--- src/pim_pkg.sv ---
// Shared types and constants for the PPS interval monitor.
// Used by every module under src; depends on nothing.
package pim_pkg;

   localparam int unsigned CMD_DEPTH = 2;

   localparam logic [31:0] CPS_RESET    = 32'd32768;
   localparam logic        ENABLE_RESET = 1'b1;

   localparam int unsigned TOL_DIVISOR = 20;
   localparam int unsigned TOL_W       = 28;
   localparam logic [TOL_W-1:0] TOL_RESET = TOL_W'(CPS_RESET / TOL_DIVISOR);

   // floor(x / 20) == (x * TOL_RECIP) >> TOL_SHIFT for every 32-bit x
   localparam logic [31:0] TOL_RECIP = 32'hCCCC_CCCD;
   localparam int unsigned TOL_SHIFT = 36;

   localparam logic [9:0]  AGE_LIMIT = 10'd1000;

   localparam int unsigned CSR_INDEX_W = 2;
   localparam logic [CSR_INDEX_W-1:0] CSR_CYCLES_PER_SECOND = 2'd0;
   localparam logic [CSR_INDEX_W-1:0] CSR_CAPTURE_ENABLE    = 2'd1;

   localparam logic [1:0] OP_EDGE  = 2'd0;
   localparam logic [1:0] OP_CHECK = 2'd1;
   localparam logic [1:0] OP_CLEAR = 2'd2;

   typedef enum logic [3:0] {
      KIND_EDGE  = 4'b0001,
      KIND_CHECK = 4'b0010,
      KIND_CLEAR = 4'b0100,
      KIND_NOP   = 4'b1000
   } kind_type;

   typedef struct packed {
      logic [1:0]  opcode;
      logic [31:0] cycle_stamp;
      logic [62:0] time_ms;
   } req_type;

   typedef struct packed {
      logic [31:0] edge_count;
      logic [31:0] interval_count;
      logic [31:0] min_interval;
      logic [31:0] max_interval;
      logic [63:0] interval_sum;
      logic [31:0] last_cycle;
      logic [62:0] last_edge_ms;
      logic        locked;
      logic        edge_usable;
      logic [9:0]  edge_age_ms;
   } rsp_type;

   typedef struct packed {
      kind_type    kind;
      logic [31:0] cycle_stamp;
      logic [62:0] time_ms;
   } cmd_type;

   typedef struct packed {
      logic [31:0]      cycles_per_second;
      logic [TOL_W-1:0] tolerance;
      logic             capture_enable;
   } cfg_type;

   typedef struct packed {
      logic has_item;
      logic has_space;
   } queue_status_type;

endpackage

--- src/pps_interval_monitor.sv ---
// Top level of the PPS interval monitor: configuration registers, lock window
// tolerance, and the front / queue / back chain. Depends on pim_pkg and all pim_ modules.
//
// Takes one request per clock while req_full is low and returns one result per request,
// in order. A request is classified in the front register, passes the command queue, and
// is applied to the statistics in the back end, which registers the result for popping;
// the statistics update there is combinational, so the back end takes one request per
// cycle while its result buffer has room or is popped. The lock tolerance
// (cycles_per_second / 20) is registered from the cycles_per_second register.
// csr_ready is always high; unknown indexes are ignored.
module pps_interval_monitor #(
   parameter int unsigned QUEUE_DEPTH = pim_pkg::CMD_DEPTH
) (
   input  logic                            clock,
   input  logic                            reset,
   input  logic                            req_push,
   input  pim_pkg::req_type                req_data,
   output logic                            req_full,
   output logic                            rsp_empty,
   input  logic                            rsp_pop,
   output pim_pkg::rsp_type                rsp_data,
   input  logic                            csr_valid,
   output logic                            csr_ready,
   input  logic [pim_pkg::CSR_INDEX_W-1:0] csr_index,
   input  logic [31:0]                     csr_data
);

   logic [31:0]               cps_ff, cps_in;
   logic                      enable_ff, enable_in;
   logic [pim_pkg::TOL_W-1:0] tol_ff;
   logic [63:0]               tol_product;
   logic                      csr_write;

   pim_pkg::cfg_type          cfg;
   pim_pkg::queue_status_type q_status;
   pim_pkg::cmd_type          front_cmd, head_cmd;
   logic                      q_push, q_pop;

   assign csr_ready   = 1'b1;
   assign csr_write   = csr_valid && csr_ready;
   assign tol_product = {32'd0, cps_ff} * {32'd0, pim_pkg::TOL_RECIP};

   always_comb begin
      cps_in    = cps_ff;
      enable_in = enable_ff;
      if (csr_write) begin
         case (csr_index)
            pim_pkg::CSR_CYCLES_PER_SECOND: cps_in    = csr_data;
            pim_pkg::CSR_CAPTURE_ENABLE:    enable_in = csr_data[0];
            default: begin
            end
         endcase
      end
   end

   always_ff @(posedge clock) begin
      if (reset) begin
         cps_ff    <= pim_pkg::CPS_RESET;
         enable_ff <= pim_pkg::ENABLE_RESET;
         tol_ff    <= pim_pkg::TOL_RESET;
      end else begin
         cps_ff    <= cps_in;
         enable_ff <= enable_in;
         tol_ff    <= tol_product[pim_pkg::TOL_SHIFT +: pim_pkg::TOL_W];
      end
   end

   assign cfg.cycles_per_second = cps_ff;
   assign cfg.tolerance         = tol_ff;
   assign cfg.capture_enable    = enable_ff;

   pim_front u_front (
      .clock          (clock),
      .reset          (reset),
      .req_push       (req_push),
      .req_data       (req_data),
      .req_full       (req_full),
      .capture_enable (enable_ff),
      .q_status       (q_status),
      .q_push         (q_push),
      .q_data         (front_cmd)
   );

   pim_queue #(
      .DEPTH (QUEUE_DEPTH)
   ) u_queue (
      .clock     (clock),
      .reset     (reset),
      .push      (q_push),
      .push_data (front_cmd),
      .pop       (q_pop),
      .head      (head_cmd),
      .status    (q_status)
   );

   pim_back u_back (
      .clock     (clock),
      .reset     (reset),
      .cfg       (cfg),
      .q_status  (q_status),
      .cmd       (head_cmd),
      .q_pop     (q_pop),
      .rsp_empty (rsp_empty),
      .rsp_pop   (rsp_pop),
      .rsp_data  (rsp_data)
   );

   a_usable_needs_lock: assert property (@(posedge clock) disable iff (reset)
      !rsp_empty && rsp_data.edge_usable |-> rsp_data.locked)
      else $error("usable result without lock");

   a_age_range: assert property (@(posedge clock) disable iff (reset)
      !rsp_empty |-> (rsp_data.edge_usable ? rsp_data.edge_age_ms < pim_pkg::AGE_LIMIT
                                           : rsp_data.edge_age_ms == '0))
      else $error("edge age out of range");

   a_min_le_max: assert property (@(posedge clock) disable iff (reset)
      !rsp_empty |-> rsp_data.min_interval <= rsp_data.max_interval)
      else $error("minimum interval above maximum");

   a_empty_after_reset: assert property (@(posedge clock)
      $past(reset) && !reset |-> rsp_empty)
      else $error("result pending right after reset");

endmodule

--- src/pim_front.sv ---
// Front end of the PPS interval monitor: accepts requests and classifies them.
// Depends on pim_pkg; feeds pim_queue.
module pim_front (
   input  logic                      clock,
   input  logic                      reset,
   input  logic                      req_push,
   input  pim_pkg::req_type          req_data,
   output logic                      req_full,
   input  logic                      capture_enable,
   input  pim_pkg::queue_status_type q_status,
   output logic                      q_push,
   output pim_pkg::cmd_type          q_data
);

   logic             valid_ff, valid_in;
   pim_pkg::cmd_type cmd_ff, cmd_in;
   pim_pkg::kind_type kind;
   logic             accept;

   always_comb begin
      case (req_data.opcode)
         pim_pkg::OP_EDGE:  kind = capture_enable ? pim_pkg::KIND_EDGE : pim_pkg::KIND_NOP;
         pim_pkg::OP_CHECK: kind = capture_enable ? pim_pkg::KIND_CHECK : pim_pkg::KIND_NOP;
         pim_pkg::OP_CLEAR: kind = pim_pkg::KIND_CLEAR;
         default:           kind = pim_pkg::KIND_NOP;
      endcase
   end

   assign q_push   = valid_ff && q_status.has_space;
   assign req_full = valid_ff && !q_status.has_space;
   assign accept   = req_push && !req_full;
   assign q_data   = cmd_ff;

   always_comb begin
      valid_in = valid_ff;
      cmd_in   = cmd_ff;
      if (q_push) begin
         valid_in = 1'b0;
      end
      if (accept) begin
         valid_in           = 1'b1;
         cmd_in.kind        = kind;
         cmd_in.cycle_stamp = req_data.cycle_stamp;
         cmd_in.time_ms     = req_data.time_ms;
      end
   end

   always_ff @(posedge clock) begin
      if (reset) begin
         valid_ff <= 1'b0;
      end else begin
         valid_ff <= valid_in;
      end
      cmd_ff <= cmd_in;
   end

endmodule

--- src/pim_queue.sv ---
// Command queue between the front and back ends of the PPS interval monitor.
// Depends on pim_pkg.
module pim_queue #(
   parameter int unsigned DEPTH = pim_pkg::CMD_DEPTH
) (
   input  logic                      clock,
   input  logic                      reset,
   input  logic                      push,
   input  pim_pkg::cmd_type          push_data,
   input  logic                      pop,
   output pim_pkg::cmd_type          head,
   output pim_pkg::queue_status_type status
);

   localparam int unsigned PTR_W = (DEPTH > 1) ? $clog2(DEPTH) : 1;
   localparam int unsigned CNT_W = $clog2(DEPTH + 1);
   localparam logic [PTR_W-1:0] LAST = PTR_W'(DEPTH - 1);

   pim_pkg::cmd_type mem_ff [DEPTH];
   logic [PTR_W-1:0] wr_ptr_ff, wr_ptr_in;
   logic [PTR_W-1:0] rd_ptr_ff, rd_ptr_in;
   logic [CNT_W-1:0] count_ff, count_in;
   logic             do_push, do_pop;

   assign status.has_item  = count_ff != '0;
   assign status.has_space = count_ff != CNT_W'(DEPTH);
   assign do_push = push && status.has_space;
   assign do_pop  = pop && status.has_item;
   assign head    = mem_ff[rd_ptr_ff];

   always_comb begin
      wr_ptr_in = wr_ptr_ff;
      rd_ptr_in = rd_ptr_ff;
      count_in  = count_ff;
      if (do_push) begin
         wr_ptr_in = (wr_ptr_ff == LAST) ? '0 : wr_ptr_ff + 1'b1;
      end
      if (do_pop) begin
         rd_ptr_in = (rd_ptr_ff == LAST) ? '0 : rd_ptr_ff + 1'b1;
      end
      if (do_push && !do_pop) begin
         count_in = count_ff + 1'b1;
      end else if (do_pop && !do_push) begin
         count_in = count_ff - 1'b1;
      end
   end

   always_ff @(posedge clock) begin
      if (reset) begin
         wr_ptr_ff <= '0;
         rd_ptr_ff <= '0;
         count_ff  <= '0;
      end else begin
         wr_ptr_ff <= wr_ptr_in;
         rd_ptr_ff <= rd_ptr_in;
         count_ff  <= count_in;
      end
      if (do_push) begin
         mem_ff[wr_ptr_ff] <= push_data;
      end
   end

endmodule

--- src/pim_back.sv ---
// Back end of the PPS interval monitor: applies commands to the statistics
// and queues results. Depends on pim_pkg; fed by pim_queue.
module pim_back (
   input  logic                      clock,
   input  logic                      reset,
   input  pim_pkg::cfg_type          cfg,
   input  pim_pkg::queue_status_type q_status,
   input  pim_pkg::cmd_type          cmd,
   output logic                      q_pop,
   output logic                      rsp_empty,
   input  logic                      rsp_pop,
   output pim_pkg::rsp_type          rsp_data
);

   logic [31:0] edges_ff, edges_in;
   logic [31:0] intervals_ff, intervals_in;
   logic [31:0] shortest_ff, shortest_in;
   logic [31:0] longest_ff, longest_in;
   logic [63:0] total_ff, total_in;
   logic [31:0] prev_cycle_ff, prev_cycle_in;
   logic [62:0] prev_ms_ff, prev_ms_in;
   logic        lock_ff, lock_in;

   pim_pkg::rsp_type out_ff [2];
   logic       wr_ptr_ff, rd_ptr_ff;
   logic [1:0] count_ff, count_in;

   logic        go, out_pop;
   logic [31:0] diff;
   logic [62:0] age_full;
   logic [32:0] win_lo, win_hi;
   logic        in_window;
   logic        usable;
   logic [9:0]  age;
   pim_pkg::rsp_type result;

   assign out_pop   = rsp_pop && count_ff != 2'd0;
   assign go        = q_status.has_item && (count_ff != 2'd2 || out_pop);
   assign q_pop     = go;
   assign rsp_empty = count_ff == 2'd0;
   assign rsp_data  = out_ff[rd_ptr_ff];

   assign diff      = cmd.cycle_stamp - prev_cycle_ff;
   assign age_full  = cmd.time_ms - prev_ms_ff;
   assign win_lo    = {1'b0, cfg.cycles_per_second} - {5'd0, cfg.tolerance};
   assign win_hi    = {1'b0, cfg.cycles_per_second} + {5'd0, cfg.tolerance};
   assign in_window = ({1'b0, diff} > win_lo) && ({1'b0, diff} < win_hi);

   always_comb begin
      edges_in      = edges_ff;
      intervals_in  = intervals_ff;
      shortest_in   = shortest_ff;
      longest_in    = longest_ff;
      total_in      = total_ff;
      prev_cycle_in = prev_cycle_ff;
      prev_ms_in    = prev_ms_ff;
      lock_in       = lock_ff;
      usable        = 1'b0;
      age           = '0;
      case (cmd.kind)
         pim_pkg::KIND_EDGE: begin
            if (edges_ff != '0) begin
               if (intervals_ff == '0 || diff < shortest_ff) begin
                  shortest_in = diff;
               end
               if (intervals_ff == '0 || diff > longest_ff) begin
                  longest_in = diff;
               end
               total_in     = total_ff + {32'd0, diff};
               intervals_in = intervals_ff + 1'b1;
               lock_in      = in_window;
            end
            prev_cycle_in = cmd.cycle_stamp;
            prev_ms_in    = cmd.time_ms;
            edges_in      = edges_ff + 1'b1;
         end
         pim_pkg::KIND_CHECK: begin
            if (lock_ff && cmd.time_ms >= prev_ms_ff
                && age_full < {53'd0, pim_pkg::AGE_LIMIT}) begin
               usable = 1'b1;
               age    = age_full[9:0];
            end
         end
         pim_pkg::KIND_CLEAR: begin
            edges_in      = '0;
            intervals_in  = '0;
            shortest_in   = '0;
            longest_in    = '0;
            total_in      = '0;
            prev_cycle_in = '0;
            prev_ms_in    = '0;
            lock_in       = 1'b0;
         end
         default: begin
         end
      endcase
   end

   always_comb begin
      result.edge_count     = edges_in;
      result.interval_count = intervals_in;
      result.min_interval   = shortest_in;
      result.max_interval   = longest_in;
      result.interval_sum   = total_in;
      result.last_cycle     = prev_cycle_in;
      result.last_edge_ms   = prev_ms_in;
      result.locked         = lock_in;
      result.edge_usable    = usable;
      result.edge_age_ms    = age;
   end

   always_comb begin
      count_in = count_ff;
      if (go && !out_pop) begin
         count_in = count_ff + 2'd1;
      end else if (out_pop && !go) begin
         count_in = count_ff - 2'd1;
      end
   end

   always_ff @(posedge clock) begin
      if (reset) begin
         edges_ff      <= '0;
         intervals_ff  <= '0;
         shortest_ff   <= '0;
         longest_ff    <= '0;
         total_ff      <= '0;
         prev_cycle_ff <= '0;
         prev_ms_ff    <= '0;
         lock_ff       <= 1'b0;
         wr_ptr_ff     <= 1'b0;
         rd_ptr_ff     <= 1'b0;
         count_ff      <= '0;
      end else begin
         if (go) begin
            edges_ff      <= edges_in;
            intervals_ff  <= intervals_in;
            shortest_ff   <= shortest_in;
            longest_ff    <= longest_in;
            total_ff      <= total_in;
            prev_cycle_ff <= prev_cycle_in;
            prev_ms_ff    <= prev_ms_in;
            lock_ff       <= lock_in;
            wr_ptr_ff     <= !wr_ptr_ff;
         end
         if (out_pop) begin
            rd_ptr_ff <= !rd_ptr_ff;
         end
         count_ff <= count_in;
      end
      if (go) begin
         out_ff[wr_ptr_ff] <= result;
      end
   end

endmodule

--- config.mk ---
export PLATFORM = sky130hd
export DESIGN_NAME = pps_interval_monitor
export DESIGN_NICKNAME = d
export VERILOG_FILES = /design/src/pim_pkg.sv /design/src/pps_interval_monitor.sv /design/src/pim_front.sv /design/src/pim_queue.sv /design/src/pim_back.sv
export SDC_FILE = /design/constraint.sdc
export NUM_CORES = 2
export LEC_CHECK = 0
export ABC_AREA = 1
export BUFFER_PORTS_ARGS = -buffer_cell sky130_fd_sc_hd__buf_2
export CAP_MARGIN = 40
export CORE_UTILIZATION = 35
export DETAILED_ROUTE_END_ITERATION = 10
export HOLD_SLACK_MARGIN = 0.15
export PLACE_DENSITY = 0.52
export SLEW_MARGIN = 20
export SYNTH_ARGS = -nofsm -noshare
export SYNTH_HDL_FRONTEND = slang
export SYNTH_HIERARCHICAL = 1
export SYNTH_SLANG_ARGS = --single-unit
--- constraint.sdc ---
create_clock -name clock -period 17.8 [get_ports clock]
set_clock_uncertainty 0.1 [all_clocks]
set_input_delay 0.89 -clock clock [delete_from_list [all_inputs] [get_ports clock]]
set_output_delay 0.89 -clock clock [all_outputs]
set_load 0.005 [all_outputs]
---- Yosys cells after proc, flatten, opt, wreduce, memory -nomap -nowiden ----
Memories as Yosys holds them, arrays and structs flattened. A register that Yosys moved wholly into a read port is not among the register bits.
Index checks and enable logic that the tools add are counted.
operators by class
  bitwise gates (word level) .............. 0
  equality and inequality tests ........... 8
  add/sub/neg operators ................... 13
  shift-type cells ........................ 0
  muxes and demuxes ....................... 38
  reduce and logical (&&, ||, !) cells .... 37
  $mul .................................... 1
  magnitude comparators ................... 6
  divide/modulo/power cells ............... 0
operators with widths
  cell                                                  number
  one-hot mux 32 bit (2 select lines)                   5
  2-to-1 mux 32 bit                                     5
  one-hot mux 64 bit (2 select lines)                   1
  one-hot mux 63 bit (2 select lines)                   1
  adder 32 x 1 -> 32 bit, second input constant         2
  adder 64 x 32 -> 64 bit                               1
  multiplier 32 x 32 -> 64 bit, second input constant   1
  2-to-1 mux 64 bit                                     1
  greater-or-equal comparator 63 bit                    1
  < comparator 63 x 10 -> 1 bit, second input constant  1
  subtractor 63 bit                                     1
  adder 32 x 28 -> 33 bit                               1
  > comparator 32 x 33 -> 1 bit                         1
  < comparator 32 x 33 -> 1 bit                         1
  subtractor 32 x 28 -> 33 bit                          1
  > comparator 32 bit                                   1
  zero test 32 bit                                      1
  < comparator 32 bit                                   1
  nonzero test 32 bit                                   1
  subtractor 32 bit                                     1
  2-to-1 mux 10 bit                                     2
  2-to-1 mux 1 bit                                      15
  logical AND 1 bit                                     14
  one-hot mux 4 bit (3 select lines)                    1
  17 further kinds                                      42
word-level totals
  bits in read-only memories .............. 0
  flip-flop bits (word level) ............. 457
  memory bits (writable) .................. 796
  bits in latches ......................... 0
  memories ................................ 2
  logic and storage cells ................. 126
  input bits .............................. 136
  output and inout bits ................... 302
memories
  name            depth  width  read ports  clocked after memory_dff  write ports  line             RTL
  u_back.out_ff   2      299    1           1                         1            pim_back.sv:24   pim_pkg::rsp_type out_ff [2];
  u_queue.mem_ff  2      99     1           1                         1            pim_queue.sv:19  pim_pkg::cmd_type mem_ff [DEPTH];

---- Longest topological paths before layout ----
  depth in word-level cells ............... 8
  depth in mapped cells ................... 37
  gate-level depth less buffers ........... 35

---- Hierarchy ----
The synthesis kept the hierarchy.
by module, submodules not included
  module                times used  sequential area each (µm²)  area an instance (µm²)  cells an instance
  pim_back              1           23,822.8                    52,337.7                6,046
  pps_interval_monitor  1           1,221.2                     20,520.9                2,498
  pim_queue             1           6,045.8                     7,410.9                 345
  pim_front             1           2,992.9                     3,062.9                 115

---- Worst setup path before layout ----
OpenSTA, ideal clock, no wires.
  path kind ............................... input to register
  start point ............................. in rsp_pop
  end point ............................... mem u_back/out_ff[1][0] (netlist bit), enable pin
  required time ........................... 16,732 ps
  data arrival time ....................... 14,142 ps
  path buffers ............................ 3
  stages .................................. 7
  slack ................................... 2,590 ps
  library setup time ...................... 968 ps
  path through ............................ inv_1 -> nand3_1 -> nand2_1 -> clkbuf_1 -> clkbuf_1 -> clkbuf_1 -> nor2_1
on the way
  word-level cells in the longest chain between the ends .. 5
RTL lines
  element                                 line                        RTL
  start: declaration                      pps_interval_monitor.sv:20  input logic rsp_pop,
  logical AND 1 bit                       pim_back.sv:37              assign out_pop = rsp_pop && count_ff != 2'd0;
  logical OR 1 bit                        pim_back.sv:38              assign go = q_status.has_item && (count_ff != 2'd2 || out_pop);
  logical AND 1 bit                       pim_back.sv:38
  2-to-1 mux 1 bit                        pim_back.sv:151             if (go) begin
  2-to-1 mux 1 bit (not written as such)  pim_back.sv:152             out_ff[wr_ptr_ff] <= result;
  end: declaration                        pim_back.sv:24
No other way between the ends.

==> results.json <==
{
  "timing.slew.headroom_pct": 34.1,
  "max_clock_freq_mhz": 135,
  "start_util_pct": 35.3,
  "gp_congestion": 0.975,
  "report.final.hold_viol_count": 0,
  "drt-vias-per-instance": 5.05,
  "insertion_delay_ps": 830,
  "largest_family_of_logic_cells_by_synthesized_area": "adder cells",
  "cts-buffers-inserted": 146,
  "final_layout_size_suffix_gt1_share_pct": 13.8,
  "seqPwrFrac_pct": 24.3,
  "seq_area_mm2": 0.0341,
  "most-common-layout-cells": "1737 x sky130_fd_sc_hd__inv_1, 1214 x sky130_fd_sc_hd__nand2_1, 895 x sky130_fd_sc_hd__edfxtp_1",
  "hold_path_class": "input pin to register",
  "proportion_of_synthesized_area_in_mux_cells_pct": 5.46,
  "grt_overflow": 0,
  "drc": 0,
  "timing.final.crit_period_ps": 7400,
  "synthCells": 9004,
  "layout.cells.most_common": "sky130_fd_sc_hd__inv_1",
  "max-clock-path-buffers": 3,
  "psw_uw": 9020,
  "outcome": "complete, no violations",
  "critical_path.endpoint_type": "register",
  "slew_violations": 0,
  "total_power_uw": 18800,
  "irDropWorstVdd_mv": 0.208,
  "power_per_cell_area_mw_per_mm2": 196,
  "cp_top_family": "simple AND/OR/NAND/NOR gates",
  "final_cell_count_no_fill": 12800,
  "async_sr_flop_fraction_pct": 0,
  "fin_crit_sh_pct": 41.6,
  "synth_nets": 10200,
  "synth-seq-cells": 1255,
  "synth-xor-area-share_pct": 1.87,
  "grt_antenna_before_repair": 25,
  "synth_compound_area_share_pct": 11.6,
  "synthesis.area_per_instance_um2": 9.26,
  "setup_violations": 0,
  "post-cts-setup-buffer-count": 0,
  "detail-route-antenna-nets": 0,
  "mapped_cell_area_mm2": 0.0833,
  "syn2layout_area_growth_pct": 14.8,
  "internal-power_uw": 9740,
  "simple_gate_share_of_the_synthesized_area_pct": 11.8,
  "cts.reportedPaths.clkPinSlew_ps": 60,
  "global_route.usage.total_pct": 22.8,
  "tritoncts": "yes",
  "totalWireLength_um": 280000,
  "total_leakage_power_uw": 0.0430,
  "grt_setup_unrepaired": "no",
  "num_io_pins": 438,
  "coreArea_mm2": 0.236,
  "critical_path.max_stage_delay_ps": 600,
  "setup-tns-final_ps": 0,
  "clockRootBuffer": "sky130_fd_sc_hd__clkbuf_16",
  "pin_count_of_the_biggest_net_entering_global_routing": 141,
  "nFillCells": 23300,
  "max-cap-violations": 0,
  "dieWidth_um": 490,
  "vias_in_the_first_global_route": 62900,
  "cp_data_required_time_ps": 18470,
  "nNetsFinal": 10700,
  "worst_path_most_repeated_cell": "sky130_fd_sc_hd__nand2_1",
  "buffer_ports.inserted": 436,
  "max_slew.worst_pin.slew_ps": 988,
  "dr_total_vias": 64700,
  "synthesis.yosys.warnings": 6,
  "die_area_mm2": 0.240,
  "routed_length_per_placed_instance_um": 21.8,
  "dpl.hpwl_um": 220000,
  "synth_enable_flop_cells": 895,
  "multi_input_area_mm2": 0.0417,
  "rows": 178,
  "cpMaxStageDelayCell": "sky130_fd_sc_hd__buf_4",
  "critPathMaxFanout": 38,
  "tritoncts_num_sinks": 1255,
  "drt_iter0_drc": 4940,
  "synth_adder_area_share_pct": 19.2,
  "yosys_most_used_dff": "sky130_fd_sc_hd__edfxtp_1",
  "critical_path_class": "register to register",
  "synth_cell_types": 68,
  "grt_first_pass_wirelength_um": 411000,
  "cts_htree_levels": 4,
  "clkPwrFrac_pct": 17.0,
  "sequential_to_total_area_share_from_yosys_stat_pct": 40.9,
  "numPlacedInstances": 12400,
  "timing.critical_path.buf_inv": 8,
  "firstDrtPassIters": 6,
  "combinationalPowerShare_pct": 58.8,
  "worst-endpoint-arrival_ps": 8070,
  "die_h_um": 490,
  "setup.worst_path.start_class": "register",
  "swShare_pct": 48.1
}
==> metrics by stage <==
step                      util [%]  cell area (um2)  hold slack, ps  setup slack (ps)
after floorplan                  -            83300             321              2590
after global placement        37.8            89200             322             10500
after detailed placement      37.9            89500             332             10470
after CTS                     40.5            95400             153             10420
after global routing          40.5            95600             158              9840
final                         40.5            95600             209             10400
==> flip-flops by register name (all words and copies together) (netlist names), 2 cells and up, named ones only <==
name and count:
u_back/out_ff 598, cps_ff 32, u_front/q_data 99, u_back/count_ff 2
u_back/total_ff 64, u_back/shortest_ff 32, u_back/intervals_ff 32, u_queue/count_ff 2
tol_ff 28, u_back/prev_ms_ff 63, u_back/longest_ff 32, u_back/prev_cycle_ff 32
u_queue/mem_ff 198, u_back/edges_ff 32
==> repair_timing <==
item	in CTS	in global routing
resized for setup	0	0
hold buffers	81	0
hold endpoints to repair	81	0
==> cells in the mapped netlist (all sizes together), types with 5 or more instances <==
cell type	count	area, um2
or2	8	50.1
o22ai	27	169
nor2	595	2360
nand2	1245	4740
o21bai	35	263
dfxtp	360	7210
o21ai	822	4140
buf	52	272
edfxtp	895	26900
nand4	81	519
xor2	132	1160
xnor2	46	403
a21oi	758	3830
o211ai	18	135
o221ai	9	78.8
inv	1750	6570
a31oi	39	250
a21o	26	196
o21a	17	128
nor3	83	473
a21boi	21	184
fa	391	7830
mux2	398	4520
a211oi	11	87.6
o31ai	5	42.5
ha	656	8210
clkbuf	202	759
and2	6	37.5
nor4	49	374
nand3b	13	97.6
nand3	226	1160
==> power groups by stage <==
stage                     registers [uW]  logic, uW  clock network (uW)
after floorplan                     4780       7040                   0
after global placement              4590      10800                   0
after detailed placement            4620      10900                   0
after CTS                           4560      11000                3270
after global routing                4640      12200                3370
final                               4550      11000                3180
==> final cells by class <==
cell class	instances	share of cell area, %
antenna	10	0.0262
timing repair buffer	631	4.32
multi-input combinational	5741	43.6
clock inverter	95	1.37
clock buffer	178	4.02
inverter	1754	6.89
sequential	1255	35.6
tap	3150	4.12
==> worst reg2reg max path: cells and delay by family, from the launching register on <==
kind	cells	cell delay, ps
adder cells (fa/ha/maj)	3	960
XOR/XNOR	1	160
AO/OA/AOI/OAI	6	1030
AND/OR/NAND/NOR	17	2830
multiplexers	1	420
flip-flops	1	570
buffers and inverters	8	1280
==> per-layer routing <==
metal	track usage [%]	vias up	share of wire, %
met4	7.13	16	3.2
met3	3.11	347	5.6
met2	35.6	1871	44
met1	32.4	31500	47
li1	-	30900	-
met5	0	-	0.040
==> logic make-up (layout without fill, tap and decap cells) <==
logic type                 count (synthesis)  after routing
and+or+nand+nor                         2311           2311
buffers and inverters                   2008           2658
AOI/OAI and AO/OA                       1803           1803
DFF                                     1255           1255
adders and majority gates               1047           1047
muxes                                    401            401
xor gates and xnor gates                 178            178
other                                      1             11
==> worst paths after layout <==
kind                                                   start                               end  slack [ps]  cells after the start
worst max-delay path                                register  u_back/total_ff[57]$_SDFFE_PP0P_       10400                     36
worst min-delay path                             req_data[4]       u_front/q_data[4]$_DFFE_PP_         210                      1
worst max register to register                      register  u_back/total_ff[57]$_SDFFE_PP0P_       10400                     36
worst min register to register  u_front/q_data[98]$_DFFE_PP_   u_queue/mem_ff[0][98]$_DFFE_PP_         340                      0
Power figures use the tool's default switching activity.
